`config.mk`:
```
export PLATFORM = sky130hd
export DESIGN_NAME = serial_frame_receiver_top
export DESIGN_NICKNAME = d
export VERILOG_FILES = /design/src/rtl/core/sfr_pkg.sv /design/src/rtl/core/sfr_in_stage.sv /design/src/rtl/core/sfr_parser.sv /design/src/rtl/core/serial_frame_receiver_top.sv
export SDC_FILE = /design/constraint.sdc
export NUM_CORES = 1
export LEC_CHECK = 0
export BUFFER_PORTS_ARGS = -buffer_cell sky130_fd_sc_hd__buf_2
export CORE_MARGIN = 5
export CORE_UTILIZATION = 40
export CTS_CLUSTER_DIAMETER = 30
export DETAILED_ROUTE_END_ITERATION = 6
export PLACE_DENSITY = 0.67
export SLEW_MARGIN = 20
export SYNTH_ARGS = -nofsm -noshare
export SYNTH_HDL_FRONTEND = slang
export SYNTH_HIERARCHICAL = 1
export SYNTH_SLANG_ARGS = --single-unit
export TNS_END_PERCENT = 1
```
`constraint.sdc`:
```
create_clock -name clk -period 4.57 [get_ports clk]
set_clock_uncertainty 0.1 [all_clocks]
set_input_delay 0.2285 -clock clk [delete_from_list [all_inputs] [get_ports clk]]
set_output_delay 0.2285 -clock clk [all_outputs]
set_load 0.05 [all_outputs]
```
`src/rtl/core/sfr_pkg.sv`:
```
`timescale 1ns / 1ps
// ----------------------------------------------------------------------------
// sfr_pkg
// shared types and constants of the serial frame receiver
// ----------------------------------------------------------------------------
package sfr_pkg;

  localparam int unsigned BYTE_W   = 8;
  localparam int unsigned SUM_W    = 16;
  localparam int unsigned KIND_W   = 2;
  localparam int unsigned CFG_AW   = 2;

  // start marker, two length bytes, two checksum bytes
  localparam logic [SUM_W-1:0] OVERHEAD_BYTES = 16'd7;
  localparam logic [BYTE_W-1:0] START_RESET   = 8'hAA;

  // register indexes of the configuration port
  localparam logic [CFG_AW-1:0] CFG_START_FIRST  = 2'd0;
  localparam logic [CFG_AW-1:0] CFG_START_SECOND = 2'd1;
  localparam logic [CFG_AW-1:0] CFG_START_THIRD  = 2'd2;

  typedef enum logic [KIND_W-1:0] {
    KIND_PAYLOAD = 2'd0,
    KIND_GOOD    = 2'd1,
    KIND_CHK_ERR = 2'd2,
    KIND_LEN_ERR = 2'd3
  } item_kind_t;

  typedef struct packed {
    logic [BYTE_W-1:0] first;
    logic [BYTE_W-1:0] second;
    logic [BYTE_W-1:0] third;
  } start_seq_t;

  // registered received byte handed to the parser
  typedef struct packed {
    logic              vld;
    logic [BYTE_W-1:0] data;
  } rx_word_t;

  typedef struct packed {
    item_kind_t        kind;
    logic [BYTE_W-1:0] payload;
    logic              frame_end;
    logic [SUM_W-1:0]  sum;
  } out_item_t;

endpackage

```
`src/rtl/core/sfr_in_stage.sv`:
```
`timescale 1ns / 1ps
// ----------------------------------------------------------------------------
// sfr_in_stage
// input register for received bytes, refilled in the cycle it is drained
// ----------------------------------------------------------------------------
module sfr_in_stage (
  input  logic                          clk,
  input  logic                          rst_n,
  input  logic                          in_tvalid,
  output logic                          in_tready,
  input  logic [sfr_pkg::BYTE_W-1:0]    in_byte,
  input  logic                          drain,
  output sfr_pkg::rx_word_t             rx_word
);

  logic                       vld_r;
  logic [sfr_pkg::BYTE_W-1:0] data_r;

  assign in_tready    = !vld_r || drain;
  assign rx_word.vld  = vld_r;
  assign rx_word.data = data_r;

  always_ff @(posedge clk) begin
    if (!rst_n) begin
      vld_r <= 1'b0;
    end else if (in_tready) begin
      vld_r <= in_tvalid;
    end
  end

  always_ff @(posedge clk) begin
    if (in_tvalid && in_tready) begin
      data_r <= in_byte;
    end
  end

endmodule

```
`src/rtl/core/sfr_parser.sv`:
```
`timescale 1ns / 1ps
// ----------------------------------------------------------------------------
// sfr_parser
// frame state machine with payload sum and the result register
// ----------------------------------------------------------------------------
module sfr_parser (
  input  logic                  clk,
  input  logic                  rst_n,
  input  sfr_pkg::rx_word_t     rx_word,
  input  sfr_pkg::start_seq_t   start_seq,
  output logic                  drain,
  output logic                  out_vld,
  input  logic                  out_rdy,
  output sfr_pkg::out_item_t    out_item
);

  typedef enum logic [2:0] {
    PH_HUNT1   = 3'd0,
    PH_HUNT2   = 3'd1,
    PH_HUNT3   = 3'd2,
    PH_LEN_HI  = 3'd3,
    PH_LEN_LO  = 3'd4,
    PH_PAYLOAD = 3'd5,
    PH_CHK_HI  = 3'd6,
    PH_CHK_LO  = 3'd7
  } phase_t;

  phase_t                     phase_r, phase_nxt;
  logic [sfr_pkg::BYTE_W-1:0] len_hi_r, len_hi_nxt;
  logic [sfr_pkg::SUM_W-1:0]  left_r, left_nxt;
  logic [sfr_pkg::SUM_W-1:0]  sum_r, sum_nxt;
  logic [sfr_pkg::BYTE_W-1:0] chk_hi_r, chk_hi_nxt;
  logic                       out_vld_r;
  sfr_pkg::out_item_t         item_r, item_nxt;
  logic                       emit;
  logic                       step;
  phase_t                     restart;
  logic [sfr_pkg::BYTE_W-1:0] b;
  logic [sfr_pkg::SUM_W-1:0]  frame_len;
  logic [sfr_pkg::SUM_W-1:0]  left_dec;

  assign drain    = !out_vld_r || out_rdy;
  assign step     = rx_word.vld && drain;
  assign out_vld  = out_vld_r;
  assign out_item = item_r;

  assign b         = rx_word.data;
  assign restart   = (b == start_seq.first) ? PH_HUNT2 : PH_HUNT1;
  assign frame_len = {len_hi_r, b};
  assign left_dec  = left_r - 16'd1;

  always_comb begin
    phase_nxt  = phase_r;
    len_hi_nxt = len_hi_r;
    left_nxt   = left_r;
    sum_nxt    = sum_r;
    chk_hi_nxt = chk_hi_r;
    emit       = 1'b0;
    item_nxt   = '{kind: sfr_pkg::KIND_PAYLOAD, payload: '0, frame_end: 1'b0, sum: '0};
    unique case (phase_r)
      PH_HUNT1: phase_nxt = restart;
      PH_HUNT2: phase_nxt = (b == start_seq.second) ? PH_HUNT3 : restart;
      PH_HUNT3: phase_nxt = (b == start_seq.third) ? PH_LEN_HI : restart;
      PH_LEN_HI: begin
        len_hi_nxt = b;
        phase_nxt  = PH_LEN_LO;
      end
      PH_LEN_LO: begin
        sum_nxt = '0;
        if (frame_len < sfr_pkg::OVERHEAD_BYTES) begin
          emit               = 1'b1;
          item_nxt.kind      = sfr_pkg::KIND_LEN_ERR;
          item_nxt.frame_end = 1'b1;
          left_nxt           = '0;
          phase_nxt          = PH_HUNT1;
        end else begin
          left_nxt  = frame_len - sfr_pkg::OVERHEAD_BYTES;
          phase_nxt = (frame_len == sfr_pkg::OVERHEAD_BYTES) ? PH_CHK_HI : PH_PAYLOAD;
        end
      end
      PH_PAYLOAD: begin
        sum_nxt          = sum_r + {8'd0, b};
        emit             = 1'b1;
        item_nxt.payload = b;
        left_nxt         = left_dec;
        if (left_dec == '0) begin
          phase_nxt = PH_CHK_HI;
        end
      end
      PH_CHK_HI: begin
        chk_hi_nxt = b;
        phase_nxt  = PH_CHK_LO;
      end
      PH_CHK_LO: begin
        emit               = 1'b1;
        item_nxt.kind      = ({chk_hi_r, b} == sum_r) ? sfr_pkg::KIND_GOOD
                                                      : sfr_pkg::KIND_CHK_ERR;
        item_nxt.frame_end = 1'b1;
        item_nxt.sum       = sum_r;
        phase_nxt          = PH_HUNT1;
      end
      default: phase_nxt = PH_HUNT1;
    endcase
  end

  always_ff @(posedge clk) begin
    if (!rst_n) begin
      phase_r   <= PH_HUNT1;
      len_hi_r  <= '0;
      left_r    <= '0;
      sum_r     <= '0;
      chk_hi_r  <= '0;
      out_vld_r <= 1'b0;
    end else begin
      if (step) begin
        phase_r  <= phase_nxt;
        len_hi_r <= len_hi_nxt;
        left_r   <= left_nxt;
        sum_r    <= sum_nxt;
        chk_hi_r <= chk_hi_nxt;
      end
      if (drain) begin
        out_vld_r <= step && emit;
      end
    end
  end

  always_ff @(posedge clk) begin
    if (step && emit) begin
      item_r <= item_nxt;
    end
  end

  // a frame close never carries a payload byte
  a_end_is_status: assert property (@(posedge clk) disable iff (!rst_n)
    out_vld_r && item_r.frame_end |-> item_r.kind != sfr_pkg::KIND_PAYLOAD
      && item_r.payload == '0)
    else $error("frame_end on a payload word");

  // payload words carry no sum and never close a frame
  a_payload_clean: assert property (@(posedge clk) disable iff (!rst_n)
    out_vld_r && item_r.kind == sfr_pkg::KIND_PAYLOAD |-> !item_r.frame_end
      && item_r.sum == '0)
    else $error("payload word with status fields set");

  // the payload phase always has bytes to come
  a_left_nonzero: assert property (@(posedge clk) disable iff (!rst_n)
    phase_r == PH_PAYLOAD |-> left_r != '0)
    else $error("payload phase with no bytes left");

  // a status word sends the parser back to hunting
  a_status_rehunt: assert property (@(posedge clk) disable iff (!rst_n)
    step && emit && item_nxt.frame_end |=> phase_r == PH_HUNT1)
    else $error("no return to hunt after status word");

endmodule

```
`src/rtl/core/serial_frame_receiver_top.sv`:
```
`timescale 1ns / 1ps
// ----------------------------------------------------------------------------
// serial_frame_receiver_top
// byte stream deframer: start sequence, length, payload, checksum
// ----------------------------------------------------------------------------
// Takes one received byte per clock cycle while the output is not stalled
// by out_tready: a byte passes an input register, then one step of the
// frame state machine and sum, then the result register that drives the
// output. in_tready falls only while both registers are full and
// out_tready is low. Payload bytes come out as they arrive with kind 0;
// each frame closes with one status word (good, checksum error or length
// error) flagged by out_tlast. The start sequence bytes are set through
// the cfg port; the user must write them only while the stream is idle,
// as the block does not enforce this. They reset to 0xAA.
module serial_frame_receiver_top (
  input  logic        clk,
  input  logic        rst_n,
  input  logic        in_tvalid,
  output logic        in_tready,
  input  logic [7:0]  in_tdata,    // [7:0] rx_byte
  output logic        out_tvalid,
  input  logic        out_tready,
  output logic [23:0] out_tdata,   // [7:0] payload_byte, [23:8] computed_sum
  output logic        out_tlast,   // frame_end
  output logic [1:0]  out_tuser,   // [1:0] item_kind
  input  logic        cfg_we,
  input  logic [1:0]  cfg_addr,
  input  logic [7:0]  cfg_wdata
);

  sfr_pkg::start_seq_t start_seq_r;
  sfr_pkg::rx_word_t   rx_word;
  sfr_pkg::out_item_t  out_item;
  logic                drain;

  always_ff @(posedge clk) begin
    if (!rst_n) begin
      start_seq_r <= '{first:  sfr_pkg::START_RESET,
                       second: sfr_pkg::START_RESET,
                       third:  sfr_pkg::START_RESET};
    end else if (cfg_we) begin
      unique case (cfg_addr)
        sfr_pkg::CFG_START_FIRST:  start_seq_r.first  <= cfg_wdata;
        sfr_pkg::CFG_START_SECOND: start_seq_r.second <= cfg_wdata;
        sfr_pkg::CFG_START_THIRD:  start_seq_r.third  <= cfg_wdata;
        default: ;
      endcase
    end
  end

  sfr_in_stage u_in_stage (
    .clk       (clk),
    .rst_n     (rst_n),
    .in_tvalid (in_tvalid),
    .in_tready (in_tready),
    .in_byte   (in_tdata),
    .drain     (drain),
    .rx_word   (rx_word)
  );

  sfr_parser u_parser (
    .clk       (clk),
    .rst_n     (rst_n),
    .rx_word   (rx_word),
    .start_seq (start_seq_r),
    .drain     (drain),
    .out_vld   (out_tvalid),
    .out_rdy   (out_tready),
    .out_item  (out_item)
  );

  assign out_tdata = {out_item.sum, out_item.payload};
  assign out_tlast = out_item.frame_end;
  assign out_tuser = out_item.kind;

endmodule

```
### Word level (Yosys, flattened, before mapping)

Cells that the tools add are included.

* word-level logic and storage cells: 69
* register bits: 112
* output and inout bits: 29
* input bits: 23

* muxes and demuxes: 16
* $add $sub $neg: 3
* order comparisons: 1
* reduce and logical (&&, ||, !) cells: 19
* equality and inequality tests: 15

Operators with widths (count)
* 16-bit case mux with 2 select lines: 2
* 8-bit equality test: 3
* 3-bit case mux with 8 select lines: 1
* 16-bit by 8-bit adder with 16-bit output: 1
* 16-bit equality test: 1
* 16-bit by 3-bit equality test with 1-bit output, second input constant: 1
* 16-bit zero test: 1
* 16-bit by 3-bit < comparator with 1-bit output, second input constant: 1
* 16-bit 2-to-1 mux: 1
* 16-bit by 1-bit subtractor with 16-bit output, second input constant: 1
* 16-bit by 3-bit subtractor with 16-bit output, second input constant: 1
* 2-bit AND reduction: 7
* 3-bit equality test, second input constant: 4
* 3-bit 2-to-1 mux: 4
* 3-bit by 2-bit equality test with 1-bit output, second input constant: 2
* 2-bit 2-to-1 mux: 3
* 1-bit case mux with 2 select lines: 2
* 2-bit case mux with 2 select lines: 1
* 3-bit by 1-bit equality test with 1-bit output, second input constant: 1
* 1-bit logical AND: 3
* 3-bit zero test: 1
* 2-bit by 1-bit equality test with 1-bit output, second input constant: 1
* 2-bit equality test, second input constant: 1
* 1-bit zero test: 2
* 6 further kinds: 8

### Longest topological paths before layout

Gate-level depths: netlist of the first run.

* depth after elaboration: 4
* gate-level depth with buffers: 9
* mapped depth without buffers: 8

### Hierarchy

Netlist of the first run, hierarchy kept.

By module, submodules not included
* sfr_parser: cells each 526, times used 1, seq. area each 1851.8 um2, area an instance 4844.6 um2
* serial_frame_receiver_top: cells each 89, times used 1, seq. area each 480.5 um2, area an instance 939.7 um2
* sfr_in_stage: cells each 14, times used 1, seq. area each 260.2 um2, area an instance 305.3 um2

### Least setup slack after synthesis of the first run

OpenSTA, ideal clock, no wires.

* path kind: reg2reg
* start point: register u_in_stage/data_r[6] (netlist name)
* end point: register u_parser.item_r (netlist bit u_parser/out_item[0]), enable pin
* buffers on the path: 1
* library setup time: 0.411 ns
* setup slack: 1.412 ns
* required time: 4.059 ns
* data arrival time: 2.647 ns
* clock period less this slack: 3.158 ns
* cell stages (with the launch flop): 6
* cell sequence: edfxtp_1 buf_6 nor4_4 and4_1 nand3b_1 a211oi_2

* longest elaborated chain between the ends: 4

Ends and longest elaborated chain
* start: declaration: line sfr_in_stage.sv:17 `logic [sfr_pkg::BYTE_W-1:0] data_r;`
* start signal: assignment: line sfr_in_stage.sv:33 `data_r <= in_byte;`
* 16-bit by 3-bit < comparator with 1-bit output: line sfr_parser.sv:70 `if (frame_len < sfr_pkg::OVERHEAD_BYTES) begin`
* 1-bit 2-to-1 mux: line sfr_parser.sv:70
* 1-bit case mux with 2 select lines: line sfr_parser.sv:60 `unique case (phase_r)`
* 1-bit logical AND: line sfr_parser.sv:129 `if (step && emit) begin`
* end signal: assignment: line sfr_parser.sv:130 `item_r <= item_nxt;`
* end: declaration: line sfr_parser.sv:34 `sfr_pkg::out_item_t item_r, item_nxt;`

No other way between the ends.
A chain may end at the register's enable or synchronous reset.

### Worst setup path in the final report of the first run

* start point: register u_in_stage/data_r[6] (netlist name)
* end point: register u_parser.item_r (netlist bit u_parser/out_item[1]), enable pin

The elaborated chain is that of the path after synthesis.

==> flow_results.xml, run 1 <==
<?xml version="1.0" encoding="UTF-8"?>
<metrics>
  <group name="outcome">
    <metric name="status" unit="">complete, no violations</metric>
  </group>
  <group name="layout">
    <metric name="layout.core_utilization" unit="%">45.0</metric>
    <metric name="final_layout_size_suffix_gt1_share" unit="%">13.6</metric>
    <metric name="multiInputGateArea" unit="um2">3250</metric>
    <metric name="antenna_cells_inserted" unit="">0</metric>
    <metric name="n_fill_cell" unit="">1438</metric>
    <metric name="nets" unit="">697</metric>
    <metric name="register_area" unit="um2">2590</metric>
    <metric name="area_growth_syn_to_layout" unit="%">11.4</metric>
  </group>
  <group name="detailed_routing">
    <metric name="drt_iter0_markers" unit="">359</metric>
    <metric name="avgRoutedWirePerCell" unit="um">17.6</metric>
    <metric name="routed_wirelength" unit="um">15100</metric>
    <metric name="drt-vias-per-instance" unit="">5.67</metric>
    <metric name="drc_errors" unit="">0</metric>
    <metric name="ant_nets" unit="">0</metric>
    <metric name="drt_first_pass_iters" unit="">7</metric>
    <metric name="total_number_of_vias" unit="">4848</metric>
  </group>
  <group name="yosys">
    <metric name="netlist.top_cell.by_area" unit="">sky130_fd_sc_hd__dfxtp_1</metric>
    <metric name="synth_top_area_share" unit="%">25.3</metric>
    <metric name="post_synth_num_cell_types" unit="">73</metric>
    <metric name="postSynth.asyncResetShare" unit="%">0</metric>
    <metric name="synth-edff-count" unit="">35</metric>
    <metric name="syn_area_per_cell" unit="um2">9.68</metric>
    <metric name="netlist_instances" unit="">629</metric>
    <metric name="netlist_top_cells_area" unit="">sky130_fd_sc_hd__dfxtp_1 25%, sky130_fd_sc_hd__edfxtp_1 17%, sky130_fd_sc_hd__mux2i_1 6.9%</metric>
    <metric name="synth_top_flop_cell" unit="">sky130_fd_sc_hd__dfxtp_1</metric>
    <metric name="number_of_synthesized_register_bits" unit="">112</metric>
    <metric name="synth_fp_nets" unit="">664</metric>
    <metric name="syn-cell-area" unit="um2">6090</metric>
    <metric name="ys.warnings.count" unit="">6</metric>
    <metric name="synth-seq-area-share" unit="%">42.6</metric>
  </group>
  <group name="timing">
    <metric name="slew_viol_final" unit="">0</metric>
    <metric name="max_clock_freq" unit="MHz">319</metric>
    <metric name="least_margin_pin_slew" unit="ns">1.01</metric>
    <metric name="timing.final.crit_period" unit="ns">3.14</metric>
    <metric name="final-setup-viol-count" unit="">0</metric>
    <metric name="grt_setup_unrepaired" unit="">false</metric>
    <metric name="finalHoldWorstSlack" unit="ns">0.0237</metric>
    <metric name="report.final.hold_viol_count" unit="">0</metric>
    <metric name="setup_tns_final" unit="ns">0</metric>
    <metric name="period_share" unit="%">68.7</metric>
    <metric name="postLayoutSetupSlackWorst" unit="ns">1.43</metric>
    <metric name="slew-limit-headroom" unit="%">32.6</metric>
  </group>
  <group name="die">
    <metric name="initial_utilization" unit="%">40.4</metric>
    <metric name="dieArea" unit="um2">17800</metric>
    <metric name="fp.dieW" unit="um">133</metric>
    <metric name="num_io_pins" unit="">52</metric>
    <metric name="die-height" unit="um">133</metric>
    <metric name="core-area" unit="um2">15100</metric>
    <metric name="floorplan.rows" unit="">45</metric>
  </group>
  <group name="global_routing">
    <metric name="global_route.usage.total" unit="%">17.0</metric>
    <metric name="grt_antenna_before_repair" unit="">0</metric>
    <metric name="global_route_wire_length_before_repair" unit="um">24200</metric>
    <metric name="remaining_global_route_overflow" unit="">0</metric>
    <metric name="number_of_global_route_vias_before_repair" unit="">4678</metric>
    <metric name="maximum_number_of_pins_on_one_net_before_global_route_repair" unit="">46</metric>
  </group>
  <group name="setup_path">
    <metric name="critical_path.startpoint" unit="">u_in_stage/data_r[6]</metric>
    <metric name="crit_path_cells" unit="">nor4_4 -&gt; and4_1 -&gt; nand3b_1 -&gt; a211oi_4 -&gt; buf_4</metric>
    <metric name="critical_path_required" unit="ns">4.52</metric>
    <metric name="timing.critical_path.max_delay_family" unit="">simple AND/OR/NAND/NOR gates</metric>
    <metric name="setup.worst_path.start_class" unit="">flop</metric>
    <metric name="crit_buf_inv" unit="">1</metric>
    <metric name="cp-end-kind" unit="">flop</metric>
    <metric name="critical_path.max_stage_delay" unit="ns">0.67</metric>
    <metric name="r2r-start" unit="">u_in_stage/data_r[6]</metric>
    <metric name="critical_path.slowest_cell" unit="">sky130_fd_sc_hd__a211oi_4</metric>
    <metric name="crit_fanout" unit="">16</metric>
    <metric name="critical_path_class" unit="">reg2reg</metric>
    <metric name="critPathArrivalTime" unit="ns">3.09</metric>
  </group>
  <group name="worst_hold_path">
    <metric name="path_type_of_the_worst_min_delay_path" unit="">in2reg</metric>
    <metric name="hold_sp" unit="">in_tvalid</metric>
  </group>
  <group name="power">
    <metric name="vdd_drop_max" unit="uV">212</metric>
    <metric name="switch_pwr" unit="uW">504</metric>
    <metric name="internal_power" unit="mW">1.55</metric>
    <metric name="share_comb_of_total_power" unit="%">8.3</metric>
    <metric name="leakage" unit="nW">2.72</metric>
    <metric name="power.density" unit="nW/um2">303</metric>
    <metric name="clock_power_share" unit="%">39.3</metric>
    <metric name="share_seq_of_total_power" unit="%">52.5</metric>
    <metric name="totalPowerFinal" unit="mW">2.06</metric>
    <metric name="switching_part_of_the_total_power" unit="%">24.5</metric>
  </group>
  <group name="placed_design">
    <metric name="pre_cts_ws" unit="ns">1.43</metric>
    <metric name="quantity_of_i_o_buffers_inserted_on_ports" unit="">51</metric>
    <metric name="dpl.hpwl" unit="um">10800</metric>
    <metric name="place_congestion" unit="">0.898</metric>
  </group>
  <group name="flow_run">
    <metric name="drv_cap" unit="">0</metric>
  </group>
  <group name="clocking">
    <metric name="cell_at_the_root_of_the_clock_tree" unit="">sky130_fd_sc_hd__clkbuf_16</metric>
    <metric name="htreeDepth" unit="">3</metric>
    <metric name="cts-root-to-sink-buffers" unit="">2</metric>
    <metric name="post_cts.resized_instances" unit="">0</metric>
    <metric name="tritoncts.num_buffers" unit="">9</metric>
    <metric name="insertion_delay" unit="ns">0.36</metric>
    <metric name="tritoncts" unit="">done</metric>
    <metric name="clk_pin_slew" unit="ns">0.07</metric>
    <metric name="count_of_clock_tree_sinks" unit="">112</metric>
  </group>
</metrics>
-- worst paths after layout --
kind | endpoint | cells past startpoint | slack, ns
max | u_parser/out_item[1] | 5 | 1.43
min | u_in_stage/vld_r | 3 | 0.02
max reg2reg | u_parser/out_item[1] | 5 | 1.43
min reg2reg | start_seq_r[6] | 2 | 0.38
-- registers in the layout, indices dropped and copies added (netlist names) --
register / flops
u_parser/sum_r: 16
u_parser/chk_hi_r: 8
u_parser/out_item: 27
u_parser/phase_r: 3
u_parser/out_vld: 1
start_seq_r: 24
u_in_stage/data_r: 8
u_parser/left_r: 16
u_in_stage/vld_r: 1
u_parser/len_hi_r: 8
-- worst reg2reg max path: stages, from the launching register on --
cell and delay, ns:
sky130_fd_sc_hd__edfxtp_1 0.63, sky130_fd_sc_hd__nor4_4 0.46, sky130_fd_sc_hd__and4_1 0.37, sky130_fd_sc_hd__nand3b_1 0.24, sky130_fd_sc_hd__a211oi_4 0.67, sky130_fd_sc_hd__buf_4 0.35
-- power groups by stage --
stage	sequential [mW]	combinational [mW]	clock, mW
4_1_cts	1.08	0.168	0.826
2_1_floorplan	1.07	0.144	0
5_1_grt	1.08	0.184	0.866
6_report	1.08	0.170	0.807
3_3_place_gp	1.10	0.158	0
3_5_place_dp	1.10	0.162	0
-- cells in the mapped netlist, drive strengths merged (4+ instances only) --
master and instances:
nand3b 4, edfxtp 35, nand2 47, o21bai 4, a21boi 6, ha 11
nor2b 35, dfxtp 77, o21ai 22, and3 6, a21oi 31, o22ai 4
a21o 8, o31ai 6, o21a 5, clkbuf 22, nand4 9, xnor2 25
nor3b 4, or4 6, buf 17, inv 12, a22oi 6, nand2b 7
nor2 38, nor3 16, mux2i 42, nand3 16, nor4 12, a31oi 6
and2 28, xor2 26
-- cells by family (layout without fill, tap and decap cells) --
logic type      Yosys count  after routing  synth area share (%)
simple gates            240            240                  22.8
compound gates          120            120                  13.5
flops                   112            112                  42.6
xor+xnor                 51             51                  7.34
buf+inv                  51             89                  4.13
mux                      43             43                  7.09
fa+ha+maj                12             12                  2.59
-- final cells by class --
cell class                      count  area share [%]
Tap cell                          188            3.47
Clock inverter                      4           0.461
Multi-Input combinational cell    466            47.9
Inverter                           12           0.664
Clock buffer                       12            4.11
Timing Repair Buffer               61            5.16
Sequential cell                   112            38.2
-- per-stage QoR --
stage / cells / area, um2
global placement: 831 / 6400
finish: 855 / 6790
CTS: 855 / 6790
floorplan: 629 / 6090
detailed placement: 831 / 6400
global route: 855 / 6790
-- cell usage in the layout, fill, tap and decap left out, types with 12 or more instances in the layout --
cell type,instances
sky130_fd_sc_hd__dfxtp_1,77
sky130_fd_sc_hd__buf_2,51
sky130_fd_sc_hd__nand2_1,47
sky130_fd_sc_hd__mux2i_1,42
sky130_fd_sc_hd__nor2_1,38
sky130_fd_sc_hd__nor2b_1,35
sky130_fd_sc_hd__edfxtp_1,35
sky130_fd_sc_hd__a21oi_1,28
sky130_fd_sc_hd__and2_1,27
sky130_fd_sc_hd__xor2_1,26
sky130_fd_sc_hd__xnor2_1,25
sky130_fd_sc_hd__o21ai_0,21
sky130_fd_sc_hd__nor3_1,16
sky130_fd_sc_hd__nand3_1,15
sky130_fd_sc_hd__inv_1,12
-- routing by layer --
layer	part of all wire, %	routed length, um	vias to the layer above	track usage [%]
met5	0	0	-	0
met4	3.3	501	0	9.03
met1	45	6760	2339	21.4
met3	5.0	758	32	2.98
li1	-	-	2309	-
met2	47	7040	168	28.0
-- what timing repair did --
item                                    in CTS  in global routing
endpoints found under the setup margin       0                  0
hold buffers                                 8                  0
endpoints found under the hold margin        8                  0
buffers inserted                             0                  0
Power figures use the tool's default switching activity.
==> run 2: changes to the inputs <==
--- a/config.mk
+++ b/config.mk
@@ -10,7 +10,7 @@
 export CORE_UTILIZATION = 40
 export CTS_CLUSTER_DIAMETER = 30
 export DETAILED_ROUTE_END_ITERATION = 6
-export PLACE_DENSITY = 0.67
+export PLACE_DENSITY = 0.69
 export SLEW_MARGIN = 20
 export SYNTH_ARGS = -nofsm -noshare
 export SYNTH_HDL_FRONTEND = slang
==> constraint.sdc (replaced) <==
create_clock -name clk -period 2.8 [get_ports clk]
set_clock_uncertainty 0.1 [all_clocks]
set_input_delay 0.14 -clock clk [delete_from_list [all_inputs] [get_ports clk]]
set_output_delay 0.14 -clock clk [all_outputs]
set_load 0.05 [all_outputs]
==> run 2 against run 1 <==
Compared with the run above: worst setup slack worse by 1.2 ns; routed wire length down 2.1%; design area up 2.5%; largest power group unchanged; first-iteration DRC count up 26%.
==> flow_results.xml, run 2 (synthesis results as in run 1) <==
<?xml version="1.0" encoding="UTF-8"?>
<metrics>
  <group name="power">
    <metric name="switch_pwr" unit="uW">827</metric>
    <metric name="switching_part_of_the_total_power" unit="%">25.3</metric>
    <metric name="internal_power" unit="mW">2.45</metric>
    <metric name="totalPowerFinal" unit="mW">3.27</metric>
    <metric name="share_seq_of_total_power" unit="%">52.6</metric>
    <metric name="vdd_drop_max" unit="uV">372</metric>
    <metric name="power.density" unit="nW/um2">470</metric>
    <metric name="leakage" unit="nW">2.80</metric>
    <metric name="clock_power_share" unit="%">37.0</metric>
    <metric name="share_comb_of_total_power" unit="%">10.4</metric>
  </group>
  <group name="flow_run">
    <metric name="drv_cap" unit="">0</metric>
  </group>
  <group name="layout">
    <metric name="most_frequent_cells_in_the_layout" unit="">77 x sky130_fd_sc_hd__dfxtp_1, 51 x sky130_fd_sc_hd__buf_2, 47 x sky130_fd_sc_hd__nand2_1, 42 x sky130_fd_sc_hd__mux2i_1, 38 x sky130_fd_sc_hd__nor2_1</metric>
    <metric name="multiInputGateArea" unit="um2">3260</metric>
    <metric name="register_area" unit="um2">2590</metric>
    <metric name="fin_area" unit="um2">6960</metric>
    <metric name="number_of_standard_cells_in_the_final_layout_excluding_fillers" unit="">880</metric>
    <metric name="area_growth_syn_to_layout" unit="%">14.3</metric>
    <metric name="mostFrequentLayoutCell" unit="">sky130_fd_sc_hd__dfxtp_1</metric>
    <metric name="nets" unit="">722</metric>
    <metric name="n_fill_cell" unit="">1445</metric>
    <metric name="antenna_cells_inserted" unit="">0</metric>
    <metric name="largest_register_ff_count" unit="">27</metric>
    <metric name="final_layout_size_suffix_gt1_share" unit="%">16.0</metric>
  </group>
  <group name="worst_hold_path">
    <metric name="worst_hold_path.num_cells" unit="">3</metric>
    <metric name="path_type_of_the_worst_min_delay_path" unit="">in2reg</metric>
  </group>
  <group name="timing">
    <metric name="setup_tns_final" unit="ns">0</metric>
    <metric name="finalHoldWorstSlack" unit="ns">0.00780</metric>
    <metric name="max_clock_freq" unit="MHz">392</metric>
    <metric name="grt_setup_unrepaired" unit="">false</metric>
    <metric name="timing.final.crit_period" unit="ns">2.55</metric>
    <metric name="final-setup-viol-count" unit="">0</metric>
    <metric name="slew-limit-headroom" unit="%">57.7</metric>
    <metric name="slew_viol_final" unit="">0</metric>
    <metric name="period_share" unit="%">91.2</metric>
    <metric name="least_margin_pin_slew" unit="ns">0.632</metric>
    <metric name="report.final.hold_viol_count" unit="">0</metric>
  </group>
  <group name="setup_path">
    <metric name="critPathArrivalTime" unit="ns">2.70</metric>
    <metric name="critical_path_class" unit="">reg2reg</metric>
    <metric name="setup.worst_path.start_class" unit="">flop</metric>
    <metric name="cp-end-kind" unit="">flop</metric>
    <metric name="ff2ff_path_depth" unit="">8</metric>
    <metric name="crit_fanout" unit="">8</metric>
    <metric name="critical_path_required" unit="ns">2.95</metric>
  </group>
  <group name="clocking">
    <metric name="cell_at_the_root_of_the_clock_tree" unit="">sky130_fd_sc_hd__clkbuf_16</metric>
    <metric name="post_cts_setup_bufs" unit="">0</metric>
    <metric name="cts-root-to-sink-buffers" unit="">2</metric>
    <metric name="count_of_clock_tree_sinks" unit="">112</metric>
    <metric name="clk_pin_slew" unit="ns">0.08</metric>
    <metric name="tritoncts.num_buffers" unit="">9</metric>
    <metric name="htreeDepth" unit="">3</metric>
    <metric name="tritoncts" unit="">done</metric>
    <metric name="insertion_delay" unit="ns">0.36</metric>
  </group>
  <group name="placed_design">
    <metric name="placed_cells" unit="">850</metric>
    <metric name="quantity_of_i_o_buffers_inserted_on_ports" unit="">51</metric>
    <metric name="place_congestion" unit="">0.887</metric>
    <metric name="dpl_cell_area" unit="um2">6540</metric>
    <metric name="dpl.hpwl" unit="um">10600</metric>
  </group>
  <group name="die">
    <metric name="dieArea" unit="um2">17800</metric>
    <metric name="fp.dieW" unit="um">133</metric>
    <metric name="num_io_pins" unit="">52</metric>
    <metric name="die-height" unit="um">133</metric>
    <metric name="initial_utilization" unit="%">40.4</metric>
    <metric name="core-area" unit="um2">15100</metric>
    <metric name="floorplan.rows" unit="">45</metric>
  </group>
  <group name="detailed_routing">
    <metric name="total_number_of_vias" unit="">4846</metric>
    <metric name="avgRoutedWirePerCell" unit="um">16.8</metric>
    <metric name="drt_first_pass_iters" unit="">5</metric>
    <metric name="ant_nets" unit="">0</metric>
    <metric name="drc_errors" unit="">0</metric>
    <metric name="drt-vias-per-instance" unit="">5.51</metric>
    <metric name="drt_iter0_markers" unit="">452</metric>
    <metric name="routed_wirelength" unit="um">14700</metric>
  </group>
  <group name="global_routing">
    <metric name="global_route_wire_length_before_repair" unit="um">24200</metric>
    <metric name="grt_antenna_before_repair" unit="">0</metric>
    <metric name="maximum_number_of_pins_on_one_net_before_global_route_repair" unit="">36</metric>
    <metric name="remaining_global_route_overflow" unit="">0</metric>
    <metric name="number_of_global_route_vias_before_repair" unit="">4804</metric>
    <metric name="global_route.usage.total" unit="%">16.8</metric>
  </group>
  <group name="outcome">
    <metric name="status" unit="">complete, no violations</metric>
  </group>
</metrics>
## run 2: cell count changes in the layout (fill, tap and decap cells not counted), sizes merged
| cell | before | now |
|---|---|---|
| clkbuf | 12 | 10 |
| buf | 53 | 72 |
| inv | 13 | 14 |
| clkinvlp | 0 | 1 |
| dlygate4sd3 | 8 | 14 |
## run 2: metal layers
layer / track usage, % / share of wire [%] / vias up / wire, um
met3: 3.55 / 5.7 / 23 / 840
met4: 7.03 / 2.5 / 0 / 369
met1: 20.9 / 44 / 2313 / 6420
met5: 0 / 0 / - / 0
met2: 28.3 / 48 / 153 / 7120
li1: - / - / 2357 / -
## run 2: worst paths after layout
check                                        start             endpoint  slack, ns
worst min-delay path                  cfg_wdata[4]       start_seq_r[4]      0.008
worst max-delay path            u_parser/left_r[1]  u_parser/phase_r[2]       0.25
worst min register to register     start_seq_r[16]      start_seq_r[16]       0.38
worst max register to register  u_parser/left_r[1]  u_parser/phase_r[2]       0.25
## run 2: timing repair
item                       CTS  global route
resized for setup            0             1
hold endpoints to repair    23             0
hold buffers                14             0
setup endpoints to repair    0             1
## run 2: through the flow
stage	util (%)	setup WS, ns
floorplan	-	0.0104
global placement	43.3	0.344
detailed placement	43.3	0.214
CTS	46.1	0.195
global route	46.1	0.0427
finish	46.1	0.248
## run 2: cell type report
class / count / area share, %
Timing Repair Buffer: 86 / 7.95
Sequential cell: 112 / 37.3
Clock buffer: 10 / 3.29
Multi-Input combinational cell: 466 / 46.8
Inverter: 12 / 0.647
Tap cell: 188 / 3.38
Clock inverter: 6 / 0.629
## run 2: power groups by stage
stage / Combinational [mW] / Clock, mW / Sequential [mW]
2_1_floorplan: 0.236 / 0 / 1.75
4_1_cts: 0.340 / 1.24 / 1.72
3_3_place_gp: 0.315 / 0 / 1.76
3_5_place_dp: 0.322 / 0 / 1.76
5_1_grt: 0.371 / 1.32 / 1.72
6_report: 0.342 / 1.21 / 1.72
## run 2: worst max-delay path, cell delays in order, from the launching register on
cell and delay (ns):
sky130_fd_sc_hd__dfxtp_1 0.40, sky130_fd_sc_hd__inv_1 0.12, sky130_fd_sc_hd__ha_1 0.30, sky130_fd_sc_hd__or3b_1 0.45
sky130_fd_sc_hd__o31ai_4 0.21, sky130_fd_sc_hd__o211ai_1 0.18, sky130_fd_sc_hd__nor4b_4 0.37, sky130_fd_sc_hd__a21oi_2 0.08
sky130_fd_sc_hd__o221a_1 0.23
==> run 3: changes to the inputs <==
--- a/config.mk
+++ b/config.mk
@@ -5,6 +5,7 @@
 export SDC_FILE = /design/constraint.sdc
 export NUM_CORES = 1
 export LEC_CHECK = 0
+export ABC_AREA = 1
 export BUFFER_PORTS_ARGS = -buffer_cell sky130_fd_sc_hd__buf_2
 export CORE_MARGIN = 5
 export CORE_UTILIZATION = 40
==> run 3 against run 2 <==
Compared with the run above: routed wire length is 4.3% higher; global-route usage is 0.48 points higher; design area is 0.65% higher; die area is 0.19% higher; critical path depth is 2 higher; via count is 8.6% higher; clock-buffer cell count is 1 lower; fmax is 6.0% higher; largest cell class unchanged.
==> flow_results.xml, run 3 <==
<?xml version="1.0" encoding="UTF-8"?>
<metrics>
  <group name="global_routing">
    <metric name="global_route.usage.total" unit="%">17.3</metric>
    <metric name="remaining_global_route_overflow" unit="">0</metric>
    <metric name="maximum_number_of_pins_on_one_net_before_global_route_repair" unit="">47</metric>
    <metric name="global_route_wire_length_before_repair" unit="um">25200</metric>
    <metric name="grt_antenna_before_repair" unit="">0</metric>
    <metric name="number_of_global_route_vias_before_repair" unit="">4865</metric>
  </group>
  <group name="layout">
    <metric name="largest_register_ff_count" unit="">27</metric>
    <metric name="final_layout_size_suffix_gt1_share" unit="%">16.3</metric>
    <metric name="number_of_standard_cells_in_the_final_layout_excluding_fillers" unit="">1048</metric>
    <metric name="most_frequent_cells_in_the_layout" unit="">158 x sky130_fd_sc_hd__nand2_1, 103 x sky130_fd_sc_hd__nor2_1, 88 x sky130_fd_sc_hd__inv_1, 77 x sky130_fd_sc_hd__dfxtp_1, 59 x sky130_fd_sc_hd__a21oi_1</metric>
    <metric name="antenna_cells_inserted" unit="">0</metric>
    <metric name="layout.core_utilization" unit="%">46.4</metric>
    <metric name="n_fill_cell" unit="">1517</metric>
    <metric name="mostFrequentLayoutCell" unit="">sky130_fd_sc_hd__nand2_1</metric>
    <metric name="area_growth_syn_to_layout" unit="%">14.8</metric>
    <metric name="nets" unit="">890</metric>
    <metric name="register_area" unit="um2">2590</metric>
    <metric name="multiInputGateArea" unit="um2">2980</metric>
  </group>
  <group name="detailed_routing">
    <metric name="drt-vias-per-instance" unit="">5.02</metric>
    <metric name="total_number_of_vias" unit="">5265</metric>
    <metric name="ant_nets" unit="">0</metric>
    <metric name="routed_wirelength" unit="um">15400</metric>
    <metric name="avgRoutedWirePerCell" unit="um">14.7</metric>
    <metric name="drt_iter0_markers" unit="">315</metric>
    <metric name="drt_first_pass_iters" unit="">5</metric>
    <metric name="drc_errors" unit="">0</metric>
  </group>
  <group name="yosys">
    <metric name="synthMostInstantiatedCell" unit="">sky130_fd_sc_hd__nand2_1</metric>
    <metric name="syn-cell-area" unit="um2">6100</metric>
    <metric name="number_of_synthesized_register_bits" unit="">112</metric>
    <metric name="synth_top_area_share" unit="%">25.3</metric>
    <metric name="post_synth_num_cell_types" unit="">43</metric>
    <metric name="ys.warnings.count" unit="">6</metric>
    <metric name="netlist.top_cell.by_area" unit="">sky130_fd_sc_hd__dfxtp_1</metric>
    <metric name="synth_fp_nets" unit="">831</metric>
    <metric name="netlist_instances" unit="">796</metric>
    <metric name="synth_top_flop_cell" unit="">sky130_fd_sc_hd__dfxtp_1</metric>
    <metric name="synth-edff-count" unit="">35</metric>
    <metric name="synth.top_cells.by_count" unit="">158 x sky130_fd_sc_hd__nand2_1, 103 x sky130_fd_sc_hd__nor2_1, 88 x sky130_fd_sc_hd__inv_1, 77 x sky130_fd_sc_hd__dfxtp_1, 59 x sky130_fd_sc_hd__a21oi_1</metric>
    <metric name="synth-seq-area-share" unit="%">42.5</metric>
    <metric name="netlist_top_cells_area" unit="">sky130_fd_sc_hd__dfxtp_1 25%, sky130_fd_sc_hd__edfxtp_1 17%, sky130_fd_sc_hd__nand2_1 9.7%</metric>
    <metric name="postSynth.asyncResetShare" unit="%">0</metric>
    <metric name="syn_area_per_cell" unit="um2">7.67</metric>
  </group>
  <group name="clocking">
    <metric name="cts-root-to-sink-buffers" unit="">2</metric>
    <metric name="htreeDepth" unit="">3</metric>
    <metric name="clk_pin_slew" unit="ns">0.07</metric>
    <metric name="post_cts.resized_instances" unit="">0</metric>
    <metric name="tritoncts" unit="">done</metric>
    <metric name="cell_at_the_root_of_the_clock_tree" unit="">sky130_fd_sc_hd__clkbuf_16</metric>
    <metric name="insertion_delay" unit="ns">0.34</metric>
    <metric name="tritoncts.num_buffers" unit="">9</metric>
    <metric name="count_of_clock_tree_sinks" unit="">112</metric>
  </group>
  <group name="timing">
    <metric name="final-setup-viol-count" unit="">0</metric>
    <metric name="grt_setup_unrepaired" unit="">false</metric>
    <metric name="setup_tns_final" unit="ns">0</metric>
    <metric name="least_margin_pin_slew" unit="ns">0.895</metric>
    <metric name="postLayoutSetupSlackWorst" unit="ns">0.391</metric>
    <metric name="finalHoldWorstSlack" unit="ns">0.0463</metric>
    <metric name="timing.final.crit_period" unit="ns">2.41</metric>
    <metric name="report.final.hold_viol_count" unit="">0</metric>
    <metric name="slew-limit-headroom" unit="%">40.3</metric>
    <metric name="period_share" unit="%">86.0</metric>
    <metric name="max_clock_freq" unit="MHz">415</metric>
    <metric name="slew_viol_final" unit="">0</metric>
  </group>
  <group name="power">
    <metric name="power.density" unit="nW/um2">517</metric>
    <metric name="vdd_drop_max" unit="uV">607</metric>
    <metric name="leakage" unit="nW">2.94</metric>
  </group>
  <group name="flow_run">
    <metric name="drv_cap" unit="">0</metric>
  </group>
  <group name="setup_path">
    <metric name="critical_path.slowest_cell" unit="">sky130_fd_sc_hd__edfxtp_1</metric>
    <metric name="setup.worst_path.start_class" unit="">flop</metric>
    <metric name="critical_path_required" unit="ns">2.72</metric>
    <metric name="cp-end-kind" unit="">flop</metric>
    <metric name="critical_path_class" unit="">reg2reg</metric>
    <metric name="crit_path_cells" unit="">inv_1 -&gt; nand3_2 -&gt; nor2_4 -&gt; inv_2 -&gt; nor2_1 -&gt; nand2_1 -&gt; nand2_1 -&gt; o21ai_1 -&gt; inv_1 -&gt; buf_4</metric>
    <metric name="critical_path.max_stage_delay" unit="ns">0.56</metric>
    <metric name="critPathArrivalTime" unit="ns">2.33</metric>
    <metric name="crit_fanout" unit="">26</metric>
  </group>
  <group name="placed_design">
    <metric name="pre_cts_ws" unit="ns">0.391</metric>
    <metric name="quantity_of_i_o_buffers_inserted_on_ports" unit="">51</metric>
    <metric name="dpl.hpwl" unit="um">11400</metric>
    <metric name="placed_cells" unit="">1015</metric>
    <metric name="place_congestion" unit="">0.940</metric>
  </group>
  <group name="die">
    <metric name="die-height" unit="um">134</metric>
    <metric name="core-area" unit="um2">15100</metric>
    <metric name="floorplan.rows" unit="">45</metric>
    <metric name="initial_utilization" unit="%">40.4</metric>
    <metric name="dieArea" unit="um2">17800</metric>
    <metric name="fp.dieW" unit="um">134</metric>
    <metric name="num_io_pins" unit="">52</metric>
  </group>
  <group name="worst_hold_path">
    <metric name="path_type_of_the_worst_min_delay_path" unit="">in2reg</metric>
  </group>
  <group name="outcome">
    <metric name="status" unit="">complete, no violations</metric>
  </group>
</metrics>
==> run 3: cell count changes in the layout (fill, tap and decap cells not counted), moves of 11 or more <==
cell,change
sky130_fd_sc_hd__nor2b_1,-35
sky130_fd_sc_hd__inv_1,+76
sky130_fd_sc_hd__and2_1,-27
sky130_fd_sc_hd__a21oi_1,+31
sky130_fd_sc_hd__nor2_1,+65
sky130_fd_sc_hd__buf_4,-12
sky130_fd_sc_hd__nor2_2,+11
sky130_fd_sc_hd__nand2_1,+111
sky130_fd_sc_hd__xor2_1,-12
sky130_fd_sc_hd__mux2i_1,-42
sky130_fd_sc_hd__nand3_1,+31
==> run 3: cell type report <==
cell class / instances / share of cell area, %
inverters: 97 / 5.20
repair buffers: 77 / 7.04
multi-input cells: 558 / 42.5
clock buffers: 9 / 3.22
well taps: 188 / 3.36
flip-flops and latches: 112 / 37.0
clock inverters: 7 / 1.68
==> run 3: kinds of logic after synthesis <==
family	count (synthesis)	share of synthesized area (%)
buf+inv	126	8.76
flops	112	42.5
compound gates	116	10.8
fa+ha+maj	12	2.58
simple gates	392	29.8
xor+xnor	38	5.58
==> run 3: critical path, delay by kind of cell (launching register included) <==
kind / cells / cell delay (ns)
buf+inv: 4 / 0.69
flops: 1 / 0.56
simple gates: 5 / 0.64
compound gates: 1 / 0.08
==> run 3: power breakdown <==
part           switching, mW  total [mW]  internal [mW]
registers             0.0422        1.75           1.70
logic                  0.259       0.415          0.157
clock network          0.584        1.46          0.876
==> run 3: timing repair <==
item                       4_1_cts  5_1_grt
hold endpoints to repair        26        0
setup endpoints to repair        0        0
setup buffers                    0        0
hold buffers                    17        0
==> run 3: path summary, 6_finish.rpt <==
kind / from / end / slack, ns / cells past startpoint
max reg2reg: u_in_stage/data_r[7] / u_parser/out_item[19] / 0.39 / 10
min reg2reg: u_parser/sum_r[15] / u_parser/sum_r[15] / 0.37 / 2
max: u_in_stage/data_r[7] / u_parser/out_item[19] / 0.39 / 10
min: cfg_addr[1] / start_seq_r[7] / 0.05 / 3
==> run 3: through the flow <==
step	power, mW	instance area, um2
after floorplan	2.07	6100
after global placement	2.17	6490
after detailed placement	2.17	6490
after CTS	3.64	7000
after global routing	3.77	7000
final	3.62	7000
==> run 3: metal layers <==
metal	GRT usage (%)	vias up	share of wire (%)
met4	5.83	0	2.4
met3	3.13	25	5.1
met2	26.4	141	44
li1	-	2696	-
met5	0	-	0
met1	24.8	2403	49
